File: src/design/gfla_pkg.sv
package gfla_pkg;

  // Fixed widths of the stream fields.
  localparam int unsigned REQ_W  = 3;
  localparam int unsigned OPND_W = 8;
  localparam int unsigned RES_W  = 8;

  // Default field size in bits, GF(2^8).
  localparam int unsigned FIELD_BITS_DEF = 8;

  typedef enum logic [REQ_W-1:0] {
    OP_ADD       = 3'd0,
    OP_MUL       = 3'd1,
    OP_DIV       = 3'd2,
    OP_POW       = 3'd3,
    OP_IDX2POLY  = 3'd4,
    OP_POLY2IDX  = 3'd5
  } gfla_op_e;

  // Control that travels down the pipeline beside the data.
  typedef struct packed {
    gfla_op_e op;
    logic     a_zero;
    logic     b_zero;
  } gfla_ctrl_t;

  // Primitive polynomial for each supported field size.
  function automatic logic [16:0] gfla_prim_poly(input int unsigned fb);
    logic [16:0] poly;
    unique case (fb)
      2:       poly = 17'h00007;
      3:       poly = 17'h0000B;
      4:       poly = 17'h00013;
      5:       poly = 17'h00025;
      6:       poly = 17'h00043;
      7:       poly = 17'h00083;
      8:       poly = 17'h0011D;
      9:       poly = 17'h00211;
      10:      poly = 17'h00409;
      11:      poly = 17'h00805;
      12:      poly = 17'h01053;
      13:      poly = 17'h0201B;
      14:      poly = 17'h04443;
      15:      poly = 17'h08003;
      default: poly = 17'h1100B;
    endcase
    return poly;
  endfunction

  // Polynomial form of alpha^idx, evaluated at elaboration to build the ROMs.
  // The all-ones index stands for the zero element.
  function automatic logic [15:0] gfla_antilog(input int unsigned idx,
                                               input int unsigned fb);
    int unsigned zero_idx;
    int unsigned poly;
    int unsigned v;
    zero_idx = (32'd1 << fb) - 32'd1;
    poly     = 32'(gfla_prim_poly(fb));
    v        = 32'd1;
    if (idx == zero_idx) begin
      v = 32'd0;
    end else begin
      for (int unsigned k = 0; k < idx; k++) begin
        v = v << 1;
        if (v > zero_idx) begin
          v = v ^ poly;
        end
      end
    end
    return 16'(v & zero_idx);
  endfunction

endpackage

File: src/design/gfla_front.sv
module gfla_front #(
  parameter int unsigned FIELD_BITS = gfla_pkg::FIELD_BITS_DEF
) (
  input  logic                         clk_i,
  input  logic                         rst_ni,
  input  logic                         valid_i,
  output logic                         ready_o,
  input  gfla_pkg::gfla_op_e           op_i,
  input  logic [gfla_pkg::OPND_W-1:0]  a_i,
  input  logic [gfla_pkg::OPND_W-1:0]  b_i,
  output logic                         valid_o,
  input  logic                         ready_i,
  output gfla_pkg::gfla_ctrl_t         ctrl_o,
  output logic [FIELD_BITS-1:0]        a_o,
  output logic [FIELD_BITS-1:0]        poly_o,
  output logic [FIELD_BITS+7:0]        raw_o
);
  import gfla_pkg::*;

  localparam int unsigned FieldSize = 1 << FIELD_BITS;
  localparam int unsigned RawW      = FIELD_BITS + 8;
  localparam logic [FIELD_BITS-1:0] ZeroIdx = '1;

  logic [FIELD_BITS-1:0] antilog_rom [FieldSize];

  for (genvar i = 0; i < FieldSize; i++) begin : g_antilog
    assign antilog_rom[i] = FIELD_BITS'(gfla_antilog(i, FIELD_BITS));
  end

  logic                  valid_q;
  gfla_ctrl_t            ctrl_d, ctrl_q;
  logic [FIELD_BITS-1:0] a, b;
  logic [FIELD_BITS-1:0] a_q;
  logic [FIELD_BITS-1:0] poly_d, poly_q;
  logic [RawW-1:0]       raw_d, raw_q;

  assign ready_o = !valid_q || ready_i;

  always_comb begin
    a = FIELD_BITS'(a_i);
    b = FIELD_BITS'(b_i);
    ctrl_d.op     = op_i;
    ctrl_d.a_zero = (a == ZeroIdx);
    ctrl_d.b_zero = (b == ZeroIdx);
    if (op_i == OP_ADD) begin
      poly_d = antilog_rom[a] ^ antilog_rom[b];
    end else begin
      poly_d = antilog_rom[a];
    end
    // The exponent arithmetic is reduced modulo 2^m-1 further down.
    unique case (op_i)
      OP_MUL:  raw_d = RawW'(a) + RawW'(b);
      OP_DIV:  raw_d = RawW'(a) + RawW'(ZeroIdx) - RawW'(b);
      OP_POW:  raw_d = RawW'(a) * RawW'(b);
      default: raw_d = '0;
    endcase
  end

  always_ff @(posedge clk_i or negedge rst_ni) begin
    if (!rst_ni) begin
      valid_q <= 1'b0;
    end else if (ready_o) begin
      valid_q <= valid_i;
    end
  end

  always_ff @(posedge clk_i) begin
    if (ready_o && valid_i) begin
      ctrl_q <= ctrl_d;
      a_q    <= a;
      poly_q <= poly_d;
      raw_q  <= raw_d;
    end
  end

  assign valid_o = valid_q;
  assign ctrl_o  = ctrl_q;
  assign a_o     = a_q;
  assign poly_o  = poly_q;
  assign raw_o   = raw_q;

endmodule

File: src/design/gfla_mid.sv
module gfla_mid #(
  parameter int unsigned FIELD_BITS = gfla_pkg::FIELD_BITS_DEF,
  parameter int unsigned SUM_W      = FIELD_BITS + 4
) (
  input  logic                  clk_i,
  input  logic                  rst_ni,
  input  logic                  valid_i,
  output logic                  ready_o,
  input  gfla_pkg::gfla_ctrl_t  ctrl_i,
  input  logic [FIELD_BITS-1:0] a_i,
  input  logic [FIELD_BITS-1:0] poly_i,
  input  logic [FIELD_BITS+7:0] raw_i,
  output logic                  valid_o,
  input  logic                  ready_i,
  output gfla_pkg::gfla_ctrl_t  ctrl_o,
  output logic [FIELD_BITS-1:0] tbl_o,
  output logic [SUM_W-1:0]      sum_o
);
  import gfla_pkg::*;

  localparam int unsigned FieldSize = 1 << FIELD_BITS;
  localparam int unsigned RawW      = FIELD_BITS + 8;
  localparam int unsigned NumChunks = (RawW + FIELD_BITS - 1) / FIELD_BITS;
  localparam int unsigned PadW      = NumChunks * FIELD_BITS;

  logic [FIELD_BITS-1:0] log_rom [FieldSize];

  // The antilog map is a permutation, so each log entry is driven once.
  for (genvar i = 0; i < FieldSize; i++) begin : g_log
    assign log_rom[FIELD_BITS'(gfla_antilog(i, FIELD_BITS))] = FIELD_BITS'(i);
  end

  logic                  valid_q;
  gfla_ctrl_t            ctrl_q;
  logic [FIELD_BITS-1:0] log_idx;
  logic [FIELD_BITS-1:0] tbl_d, tbl_q;
  logic [PadW-1:0]       raw_pad;
  logic [SUM_W-1:0]      sum_d, sum_q;

  assign ready_o = !valid_q || ready_i;

  always_comb begin
    log_idx = (ctrl_i.op == OP_POLY2IDX) ? a_i : poly_i;
    tbl_d   = (ctrl_i.op == OP_IDX2POLY) ? poly_i : log_rom[log_idx];
    // Since 2^m is 1 modulo 2^m-1, adding the m-bit chunks keeps the residue.
    raw_pad = PadW'(raw_i);
    sum_d   = '0;
    for (int unsigned k = 0; k < NumChunks; k++) begin
      sum_d = sum_d + SUM_W'(raw_pad[k*FIELD_BITS +: FIELD_BITS]);
    end
  end

  always_ff @(posedge clk_i or negedge rst_ni) begin
    if (!rst_ni) begin
      valid_q <= 1'b0;
    end else if (ready_o) begin
      valid_q <= valid_i;
    end
  end

  always_ff @(posedge clk_i) begin
    if (ready_o && valid_i) begin
      ctrl_q <= ctrl_i;
      tbl_q  <= tbl_d;
      sum_q  <= sum_d;
    end
  end

  assign valid_o = valid_q;
  assign ctrl_o  = ctrl_q;
  assign tbl_o   = tbl_q;
  assign sum_o   = sum_q;

endmodule

File: src/design/gfla_back.sv
module gfla_back #(
  parameter int unsigned FIELD_BITS = gfla_pkg::FIELD_BITS_DEF,
  parameter int unsigned SUM_W      = FIELD_BITS + 4
) (
  input  logic                        clk_i,
  input  logic                        rst_ni,
  input  logic                        valid_i,
  output logic                        ready_o,
  input  gfla_pkg::gfla_ctrl_t        ctrl_i,
  input  logic [FIELD_BITS-1:0]       tbl_i,
  input  logic [SUM_W-1:0]            sum_i,
  output logic                        valid_o,
  input  logic                        ready_i,
  output logic [gfla_pkg::RES_W-1:0]  result_o
);
  import gfla_pkg::*;

  localparam int unsigned NumFolds = 4;
  localparam logic [FIELD_BITS-1:0] ZeroIdx = '1;

  logic                  valid_q;
  logic [SUM_W-1:0]      fold;
  logic [FIELD_BITS-1:0] mod_val;
  logic [FIELD_BITS-1:0] res;
  logic [RES_W-1:0]      result_d, result_q;

  assign ready_o = !valid_q || ready_i;

  always_comb begin
    fold = sum_i;
    for (int unsigned k = 0; k < NumFolds; k++) begin
      fold = SUM_W'(fold[FIELD_BITS-1:0]) + (fold >> FIELD_BITS);
    end
    // After folding, the all-ones value is the residue zero.
    mod_val = (fold[FIELD_BITS-1:0] == ZeroIdx) ? '0 : fold[FIELD_BITS-1:0];
    unique case (ctrl_i.op)
      OP_ADD:      res = tbl_i;
      OP_MUL:      res = (ctrl_i.a_zero || ctrl_i.b_zero) ? ZeroIdx : mod_val;
      OP_DIV:      res = (ctrl_i.a_zero || ctrl_i.b_zero) ? ZeroIdx : mod_val;
      OP_POW:      res = ctrl_i.a_zero ? ZeroIdx : mod_val;
      OP_IDX2POLY: res = tbl_i;
      OP_POLY2IDX: res = tbl_i;
      default:     res = '0;
    endcase
    result_d = RES_W'(res);
  end

  always_ff @(posedge clk_i or negedge rst_ni) begin
    if (!rst_ni) begin
      valid_q <= 1'b0;
    end else if (ready_o) begin
      valid_q <= valid_i;
    end
  end

  always_ff @(posedge clk_i) begin
    if (ready_o && valid_i) begin
      result_q <= result_d;
    end
  end

  assign valid_o  = valid_q;
  assign result_o = result_q;

endmodule

File: src/design/gf_log_domain_alu_unit.sv
// Arithmetic unit for GF(2^m) with elements in exponent form; the all-ones
// index is the zero element. Each input word carries one request on the
// slave stream: tuser selects add, multiply, divide, power, index to
// polynomial or polynomial to index, and tdata holds the two operands.
// Every request gives exactly one result word on the master stream.
// The unit is a three-stage pipeline: antilog lookup and exponent add,
// subtract or multiply, then log lookup and chunk sum, then the modulo fold
// and the result select into the output register. A request taken into the
// front register moves on through the mid register to the back register,
// which drives the result word on the master stream. One request can be
// taken every cycle while the master stream accepts results.
// Each stage keeps its own valid bit and loads whenever it is empty or the
// stage after it moves, so a stalled receiver holds the output word while
// empty stages upstream keep filling; input is refused only when all three
// stages are full. The log and antilog tables are constant ROMs, so reset
// only clears the valid bits and the unit is ready as soon as reset is
// released.
module gf_log_domain_alu_unit #(
  parameter int unsigned FIELD_BITS = gfla_pkg::FIELD_BITS_DEF
) (
  input  logic                       clk_i,
  input  logic                       rst_ni,
  input  logic                       s_axis_tvalid,
  output logic                       s_axis_tready,
  input  logic [15:0]                s_axis_tdata,  // operand_a, operand_b
  input  logic [gfla_pkg::REQ_W-1:0] s_axis_tuser,  // req_type
  output logic                       m_axis_tvalid,
  input  logic                       m_axis_tready,
  output logic [gfla_pkg::RES_W-1:0] m_axis_tdata   // result_value
);
  import gfla_pkg::*;

  localparam int unsigned SumW = FIELD_BITS + 4;

  logic                  f_valid, f_ready;
  gfla_ctrl_t            f_ctrl;
  logic [FIELD_BITS-1:0] f_a, f_poly;
  logic [FIELD_BITS+7:0] f_raw;
  logic                  m_valid, m_ready;
  gfla_ctrl_t            m_ctrl;
  logic [FIELD_BITS-1:0] m_tbl;
  logic [SumW-1:0]       m_sum;

  gfla_front #(
    .FIELD_BITS(FIELD_BITS)
  ) u_front (
    .clk_i   (clk_i),
    .rst_ni  (rst_ni),
    .valid_i (s_axis_tvalid),
    .ready_o (s_axis_tready),
    .op_i    (gfla_op_e'(s_axis_tuser)),
    .a_i     (s_axis_tdata[7:0]),
    .b_i     (s_axis_tdata[15:8]),
    .valid_o (f_valid),
    .ready_i (f_ready),
    .ctrl_o  (f_ctrl),
    .a_o     (f_a),
    .poly_o  (f_poly),
    .raw_o   (f_raw)
  );

  gfla_mid #(
    .FIELD_BITS(FIELD_BITS),
    .SUM_W     (SumW)
  ) u_mid (
    .clk_i   (clk_i),
    .rst_ni  (rst_ni),
    .valid_i (f_valid),
    .ready_o (f_ready),
    .ctrl_i  (f_ctrl),
    .a_i     (f_a),
    .poly_i  (f_poly),
    .raw_i   (f_raw),
    .valid_o (m_valid),
    .ready_i (m_ready),
    .ctrl_o  (m_ctrl),
    .tbl_o   (m_tbl),
    .sum_o   (m_sum)
  );

  gfla_back #(
    .FIELD_BITS(FIELD_BITS),
    .SUM_W     (SumW)
  ) u_back (
    .clk_i    (clk_i),
    .rst_ni   (rst_ni),
    .valid_i  (m_valid),
    .ready_o  (m_ready),
    .ctrl_i   (m_ctrl),
    .tbl_i    (m_tbl),
    .sum_i    (m_sum),
    .valid_o  (m_axis_tvalid),
    .ready_i  (m_axis_tready),
    .result_o (m_axis_tdata)
  );

endmodule
File: config.mk
export PLATFORM = sky130hd
export DESIGN_NAME = gf_log_domain_alu_unit
export DESIGN_NICKNAME = d
export VERILOG_FILES = /design/src/design/gfla_pkg.sv /design/src/design/gfla_front.sv /design/src/design/gfla_mid.sv /design/src/design/gfla_back.sv /design/src/design/gf_log_domain_alu_unit.sv
export SDC_FILE = /design/constraint.sdc
export NUM_CORES = 1
export LEC_CHECK = 0
export ABC_CLOCK_PERIOD_IN_PS = 5200
export BUFFER_PORTS_ARGS = -buffer_cell sky130_fd_sc_hd__buf_2
export CORE_ASPECT_RATIO = 0.9
export CORE_MARGIN = 3
export CORE_UTILIZATION = 25
export DETAILED_ROUTE_END_ITERATION = 10
export GPL_TIMING_DRIVEN = 0
export PLACE_DENSITY = 0.41
export SETUP_SLACK_MARGIN = 0.02
export SLEW_MARGIN = 15
export SYNTH_ARGS = -nofsm -noshare
export SYNTH_HDL_FRONTEND = slang
export SYNTH_HIERARCHICAL = 1
export SYNTH_SLANG_ARGS = --single-unit
File: constraint.sdc
create_clock -name clk_i -period 5.2 [get_ports clk_i]
set_clock_uncertainty 0.2 [all_clocks]
set_input_delay 0 -clock clk_i [delete_from_list [all_inputs] [get_ports clk_i]]
set_output_delay 0 -clock clk_i [all_outputs]
set_load 0.1 [all_outputs]
==> results.md, run 1 <==
- DRC violations left: 0
- Skew-Pair Late Insertion Delay: 0.35 ns
- # nets final: 2,635
- Post-Synth Simple-Gate Area: 23.8%
- Tot GR Track Use: 31.4%
- HPWL after detailed placement: 88.8 mm
- Via count: 22.0k
- Post-synthesis xor/xnor area fraction: 2.82%
- Port-buffer cells: 32
- Final setup vio count: 1
- Core ar.: 0.0677 mm2
- Complex-gate fraction of the synthesized area: 33.7%
- Critical Path Max Stage Delay: 0.65 ns
- Mapped Avg Cell Area: 7.24 um2
- Fillers: 7,583
- Leak pwr: 7.34 nW
- P_int: 2.23 mW
- Yosys cell types: 104
- Most frequent cells in the layout: 221 x nor2_1, 206 x nand2_1, 164 x a21oi_1
- Wirelength, routed: 119 mm
- Average wire per cell in the routed design: 35.2 um
- Worst-Margin Slew: 1.30 ns
- Worst hold path class: input port to register
- Critical Path AT: 5.11 ns
- VDD IR max: 0.192 mV
- Grt total ovfl: 0
- Syn Inst Count: 2,384
- Sequential Power Share: 15.9%
- Power, Total: 5.03 mW
- P per Cell Area: 259 mW/mm2
- Max H-tree Level: 3
- Yosys warnings: 6
- Critical path data required time: 5.07 ns
- Sw power: 2.81 mW
- Antenna viol nets, final: 0
- Storage cell area: 0.00209 mm2
- Root Driver: clkbuf_16
- Synthesized-area fraction occupied by adder cells: 14.0%
- Post-synthesis sequential area ratio: 12.1%
- Top FF cell, synth: edfxtp_1
- # clock sinks: 70
- Synth async-reset ratio: 4.29%
- Setup Crit Path Kind: register to register
- R2R Setup Slk: -0.04 ns
- Failing checks: setup timing
- Area growth, synth to finish: 12.6%
- Layout cells sized above 1: 11.6%
- Clock share of power: 12.9%
- Rows: 90
- Crit Path Max Fanout: 9
- Crit path setup slack, layout: -0.0372 ns
- Max-slew violations: 0
- Status: finished with violations
- Top delay family on crit path: compound AO/OA/AOI/OAI gates
- Register bit total from synthesis: 70
- TritonCTS clock tree: done
- F_max: 0.191 GHz
- Clock Tree Buf Depth: 2
- CP cell instances: nand3b_1, mux2i_4, buf_6, inv_1, ha_1, clkbuf_1, o211ai_1, nor4b_1, o31ai_1, o311ai_1, a221o_1
- Largest net degree at the start of global routing: 23
- Final Wtd Congestion: 1.06
- Worst Path Buf+Inv: 3
- Most common cell after layout, fill and taps aside: nor2_1
- Boundary pin count: 33
- Clock-pin slew on the worst setup and hold paths: 0.06 ns
- First-pass GRT wire length: 167 mm
- Drt pass-1 iters: 9
- Initial antenna violation count: 3
- Vias in the first global route: 21.7k
- Crit path time final: 5.24 ns
- Fin. Hold Viols: 0
- Hold Slack: 0.215 ns
- Via density: 6.54
- Critical Path Sink Type: register
- Die Area: 0.0723 mm2
- Starting DRT DRC Count: 3,277
- Post-synth EDFFs: 67
- Final Util: 28.7%
- Final Cycle Share: 101%
- MaxCap Viol Count: 0
- Die X-Extent: 283 um
- Critical path's slowest cell: clkbuf_1
- Setup crit start kind: register
- Die Y: 255 um
- Sw frac: 55.8%
- Largest family of logic cells by synthesized area: compound AO/OA/AOI/OAI gates
- RSZ-0062 raised after global routing: yes
- Area of the multi-input gates: 0.0139 mm2
- Initial Util: 25.5%
- Syn Std Cell Area: 0.0173 mm2
- Slew headroom: 10.9%
- Post-synthesis mux area share: 4.93%
- Combinational fraction of design power: 71.3%
- CTS buffer count: 9
==> layer usage <==
metal | wire, um | GRT usage (%) | vias up | part of all wire [%]
li1 | - | - | 9071 | -
met1 | 47700 | 41.0 | 10900 | 40
met3 | 12900 | 7.68 | 449 | 11
met2 | 49800 | 47.4 | 1641 | 42
met4 | 8170 | 17.6 | 2 | 6.9
met5 | 16 | 0 | - | 0.013
==> through the flow <==
step                TNS (ns)  setup WS, ns  instance area (um2)  instances
floorplan                  0         0.245                17300       2386
global placement      -22.20         -1.57                18600       3338
detailed placement    -12.58         -1.41                18700       3342
CTS                        0        0.0284                19300       3366
global route        -0.00952      -0.00952                19400       3368
finish               -0.0372       -0.0372                19400       3369
==> power by group through the flow <==
stage                     Sequential (mW)  Clock [mW]  Combinational [mW]
after floorplan                     0.867           0                1.99
after global placement              0.809           0                3.40
after detailed placement            0.809           0                3.32
after CTS                           0.798       0.671                3.40
after global routing                0.807       0.694                3.75
final                               0.798       0.647                3.59
==> registers in the layout, summed over array words and instances (netlist names) <==
| register | flops |
|---|---|
| u_back/result_o | 8 |
| u_back/valid_o | 1 |
| u_front/a_o | 8 |
| u_front/ctrl_o | 5 |
| u_front/poly_o | 8 |
| u_front/raw_o | 16 |
| u_front/valid_o | 1 |
| u_mid/ctrl_o | 5 |
| u_mid/sum_o | 9 |
| u_mid/tbl_o | 8 |
| u_mid/valid_o | 1 |
==> synth_stat cells (12+ instances only) <==
master | n | share of area (%)
a2111oi_0 | 15 | 0.76
a211o_1 | 14 | 0.71
a211oi_1 | 49 | 2.1
a21o_1 | 20 | 0.87
a21oi_1 | 165 | 4.8
a221o_1 | 15 | 0.87
a221oi_1 | 24 | 1.2
a311oi_1 | 33 | 1.7
a31oi_1 | 57 | 2.1
and2_1 | 27 | 0.98
and3_1 | 17 | 0.62
buf_1 | 21 | 0.46
buf_2 | 84 | 2.4
buf_4 | 15 | 0.65
clkbuf_1 | 91 | 2.0
edfxtp_1 | 67 | 12
fa_1 | 40 | 4.6
ha_1 | 129 | 9.3
inv_1 | 104 | 2.3
mux2_2 | 14 | 0.91
mux2i_1 | 53 | 3.1
nand2_1 | 207 | 4.5
nand2b_1 | 72 | 2.6
nand3_1 | 86 | 2.5
nor2_1 | 222 | 4.8
nor2b_1 | 40 | 1.4
nor3_1 | 81 | 2.3
nor3b_1 | 14 | 0.61
nor4_1 | 14 | 0.51
o211ai_1 | 55 | 2.4
o21a_1 | 15 | 0.65
o21ai_0 | 145 | 4.2
o21bai_1 | 13 | 0.57
o221ai_1 | 15 | 0.76
o22ai_1 | 25 | 0.91
o311a_1 | 12 | 0.70
o311ai_0 | 26 | 1.3
o31ai_1 | 30 | 1.3
or3_1 | 16 | 0.58
xnor2_1 | 29 | 1.5
xor2_1 | 20 | 1.0
==> cells by family after synthesis <==
logic type                 Yosys count
AOI/OAI and AO/OA                  839
xor gates and xnor gates            52
adders and majority gates          169
buffers and inverters              333
DFF                                 70
muxes                               75
other                                1
and+or+nand+nor                    845
==> worst register-to-register path, delay by kind of cell (launching register included) <==
kind | cells | cell delay, ns
AO/OA/AOI/OAI | 4 | 1.52
adder cells (fa/ha/maj) | 1 | 0.22
buffers and inverters | 3 | 1.16
flip-flops | 1 | 0.57
multiplexers | 1 | 0.44
AND/OR/NAND/NOR | 2 | 0.87
==> cell type report <==
class	count	area share (%)
Buffer	204	5.65
Inverter	110	2.26
Sequential cell	70	10.7
Antenna cell	1	0.0129
Timing Repair Buffer	65	2.52
Clock buffer	9	1.16
Tap cell	920	5.92
Multi-Input combinational cell	1983	71.3
Clock inverter	7	0.444
==> worst paths after layout <==
check	start	endpoint	cells after the start
worst max register to register	u_front/ctrl_o[2]	u_mid/tbl_o[2]	11
worst min register to register	u_front/ctrl_o[0]	u_mid/ctrl_o[0]	0
worst min-delay path	s_axis_tvalid	u_front/valid_o	3
worst max-delay path	u_front/ctrl_o[2]	u_mid/tbl_o[2]	11
min in group asynchronous	rst_ni	u_mid/valid_o	3
max in group asynchronous	rst_ni	u_back/valid_o	3
==> timing repair <==
action	in CTS	in global routing
hold buffers	15	0
cloned	0	0
hold endpoints to repair	17	0
buffers inserted	4	10
endpoints found under the setup margin	20	19
pin swaps	4	9
gates resized for setup	55	45
Note: power is estimated with default switching activity, not from simulation.
==> run 2: changes to the inputs <==
- SKIP_CTS_REPAIR_TIMING: not set -> 1
==> run 2 against run 1 <==
  * The run still ends with setup timing left
  * Critical path depth stayed put
  * First-iteration DRC count is 3.4% higher
  * Sequential cell count stayed put
  * Cell count is 0.36% higher
==> results.md, run 2 (synthesized netlist as in run 1, its figures left out) <==
- Via density: 6.54
- Largest net degree at the start of global routing: 23
- Most common cell after layout, fill and taps aside: nor2_1
- Die Area: 0.0723 mm2
- Root Driver: clkbuf_16
- Tot GR Track Use: 31.4%
- Fillers: 7,563
- Critical path data required time: 5.06 ns
- Clock share of power: 12.8%
- WL met2: 49.6 mm
- Crit path setup slack, layout: -0.0104 ns
- RSZ-0062 raised after global routing: yes
- Max reg flops: 16
- Sw frac: 55.7%
- Drt pass-1 iters: 6
- Worst Setup SP: u_front/ctrl_o[2]
- Setup TNS: -0.0104 ns
- Critical Path Sink Type: register
- Worst hold path class: input port to register
- CTS buffer count: 9
- Sw power: 2.82 mW
- Highest metal used: met5
- Hold_sp: s_axis_tdata[6]
- VDD IR max: 0.192 mV
- First-pass GRT wire length: 167 mm
- TritonCTS clock tree: done
- MaxCap Viol Count: 0
- Most frequent cells in the layout: 221 x nor2_1, 206 x nand2_1, 164 x a21oi_1
- Initial Util: 25.5%
- P_int: 2.24 mW
- Worst-Margin Slew: 1.30 ns
- Clock-pin slew on the worst setup and hold paths: 0.06 ns
- Max H-tree Level: 3
- Initial antenna violation count: 6
- Crit path time final: 5.21 ns
- Max-slew violations: 0
- Hold path depth: 1
- Fin. Hold Viols: 0
- Rows: 90
- Final setup vio count: 1
- Average wire per cell in the routed design: 35.1 um
- Port-buffer cells: 32
- Boundary pin count: 33
- Sequential Power Share: 15.8%
- Via count: 22.1k
- Final Wtd Congestion: 1.06
- Area growth, synth to finish: 13.4%
- Met3 WL: 13.2 mm
- Vias in the first global route: 21.6k
- Wirelength, routed: 119 mm
- P per Cell Area: 259 mW/mm2
- Storage cell area: 0.00209 mm2
- # nets final: 2,645
- FF-to-FF path depth: 11
- Core ar.: 0.0677 mm2
- Die Y: 255 um
- Critical Path AT: 5.07 ns
- Skew-Pair Late Insertion Delay: 0.35 ns
- Hold Slack: 0.0731 ns
- Layout cells sized above 1: 12.2%
- Slew headroom: 10.5%
- Crit Path Max Fanout: 9
- Antenna viol nets, final: 0
- Leak pwr: 7.38 nW
- Setup crit start kind: register
- RR Startpoint: u_front/ctrl_o[2]
- Final Cycle Share: 100%
- Clock Tree Buf Depth: 2
- # clock sinks: 70
- HPWL after detailed placement: 88.8 mm
- Grt total ovfl: 0
- Status: finished with violations
- Combinational fraction of design power: 71.4%
- F_max: 0.192 GHz
- Place WS: -1.41 ns
- Failing checks: setup timing
- Area of the multi-input gates: 0.0139 mm2
- DRC violations left: 0
- Setup Crit Path Kind: register to register
- Die X-Extent: 283 um
- Starting DRT DRC Count: 3,389
- M1 WL: 47.5 mm
[run 2: cell types whose count changed in the layout (fill, tap and decap cells not counted), sizes merged]
cell and delta:
dlygate4sd3 -1, clkinvlp +3, clkbuf +8, buf +3, diode +2, clkinv -1, inv -2
[run 2: critical path, stage by stage, from the launching register on]
cell	delay, ns
edfxtp_1	0.57
nand3b_1	0.51
mux2i_4	0.43
buf_6	0.21
inv_1	0.31
ha_1	0.22
clkbuf_1	0.63
o211ai_1	0.61
nor4b_1	0.34
o31ai_1	0.26
o311ai_1	0.16
a221o_1	0.47
[run 2: stage by stage]
| stage | util (%) | std cells | power [mW] | area [um2] |
|---|---|---|---|---|
| global route | 28.9 | 3379 | 5.29 | 19600 |
| CTS | 28.1 | 3358 | 4.81 | 19000 |
| global placement | 27.5 | 3338 | 4.21 | 18600 |
| finish | 28.9 | 3381 | 5.06 | 19600 |
| floorplan | - | 2386 | 2.86 | 17300 |
| detailed placement | 27.6 | 3342 | 4.13 | 18700 |
[run 2: metal layers]
| metal | global-route usage, % | vias to the layer above |
|---|---|---|
| li1 | - | 9098 |
| met1 | 40.9 | 10900 |
| met2 | 48.0 | 1674 |
| met3 | 7.45 | 460 |
| met4 | 16.6 | 8 |
| met5 | 0 | - |
[run 2: power by group through the flow]
| stage | clock, mW | combinational (mW) | sequential (mW) |
|---|---|---|---|
| 4_1_cts | 0.671 | 3.34 | 0.797 |
| 2_1_floorplan | 0 | 1.99 | 0.867 |
| 6_report | 0.646 | 3.62 | 0.800 |
| 5_1_grt | 0.694 | 3.78 | 0.808 |
| 3_5_place_dp | 0 | 3.32 | 0.809 |
| 3_3_place_gp | 0 | 3.40 | 0.809 |
[run 2: layout make-up]
| type | count | area share [%] |
|---|---|---|
| multi-input cells | 1983 | 71.1 |
| flip-flops and latches | 70 | 10.7 |
| well taps | 920 | 5.88 |
| plain buffers | 206 | 5.66 |
| repair buffers | 73 | 2.79 |
| inverters | 110 | 2.28 |
| clock buffers | 9 | 1.15 |
| clock inverters | 7 | 0.441 |
| diodes | 3 | 0.0383 |
[run 2: path summary, 6_finish.rpt]
path	end	slack (ns)
worst min register to register	u_mid/ctrl_o[0]	0.23
worst max-delay path	u_mid/tbl_o[2]	-0.01
min in group asynchronous	u_back/valid_o	0.33
worst max register to register	u_mid/tbl_o[2]	-0.01
worst min-delay path	u_front/a_o[6]	0.07
max in group asynchronous	u_front/valid_o	4.32
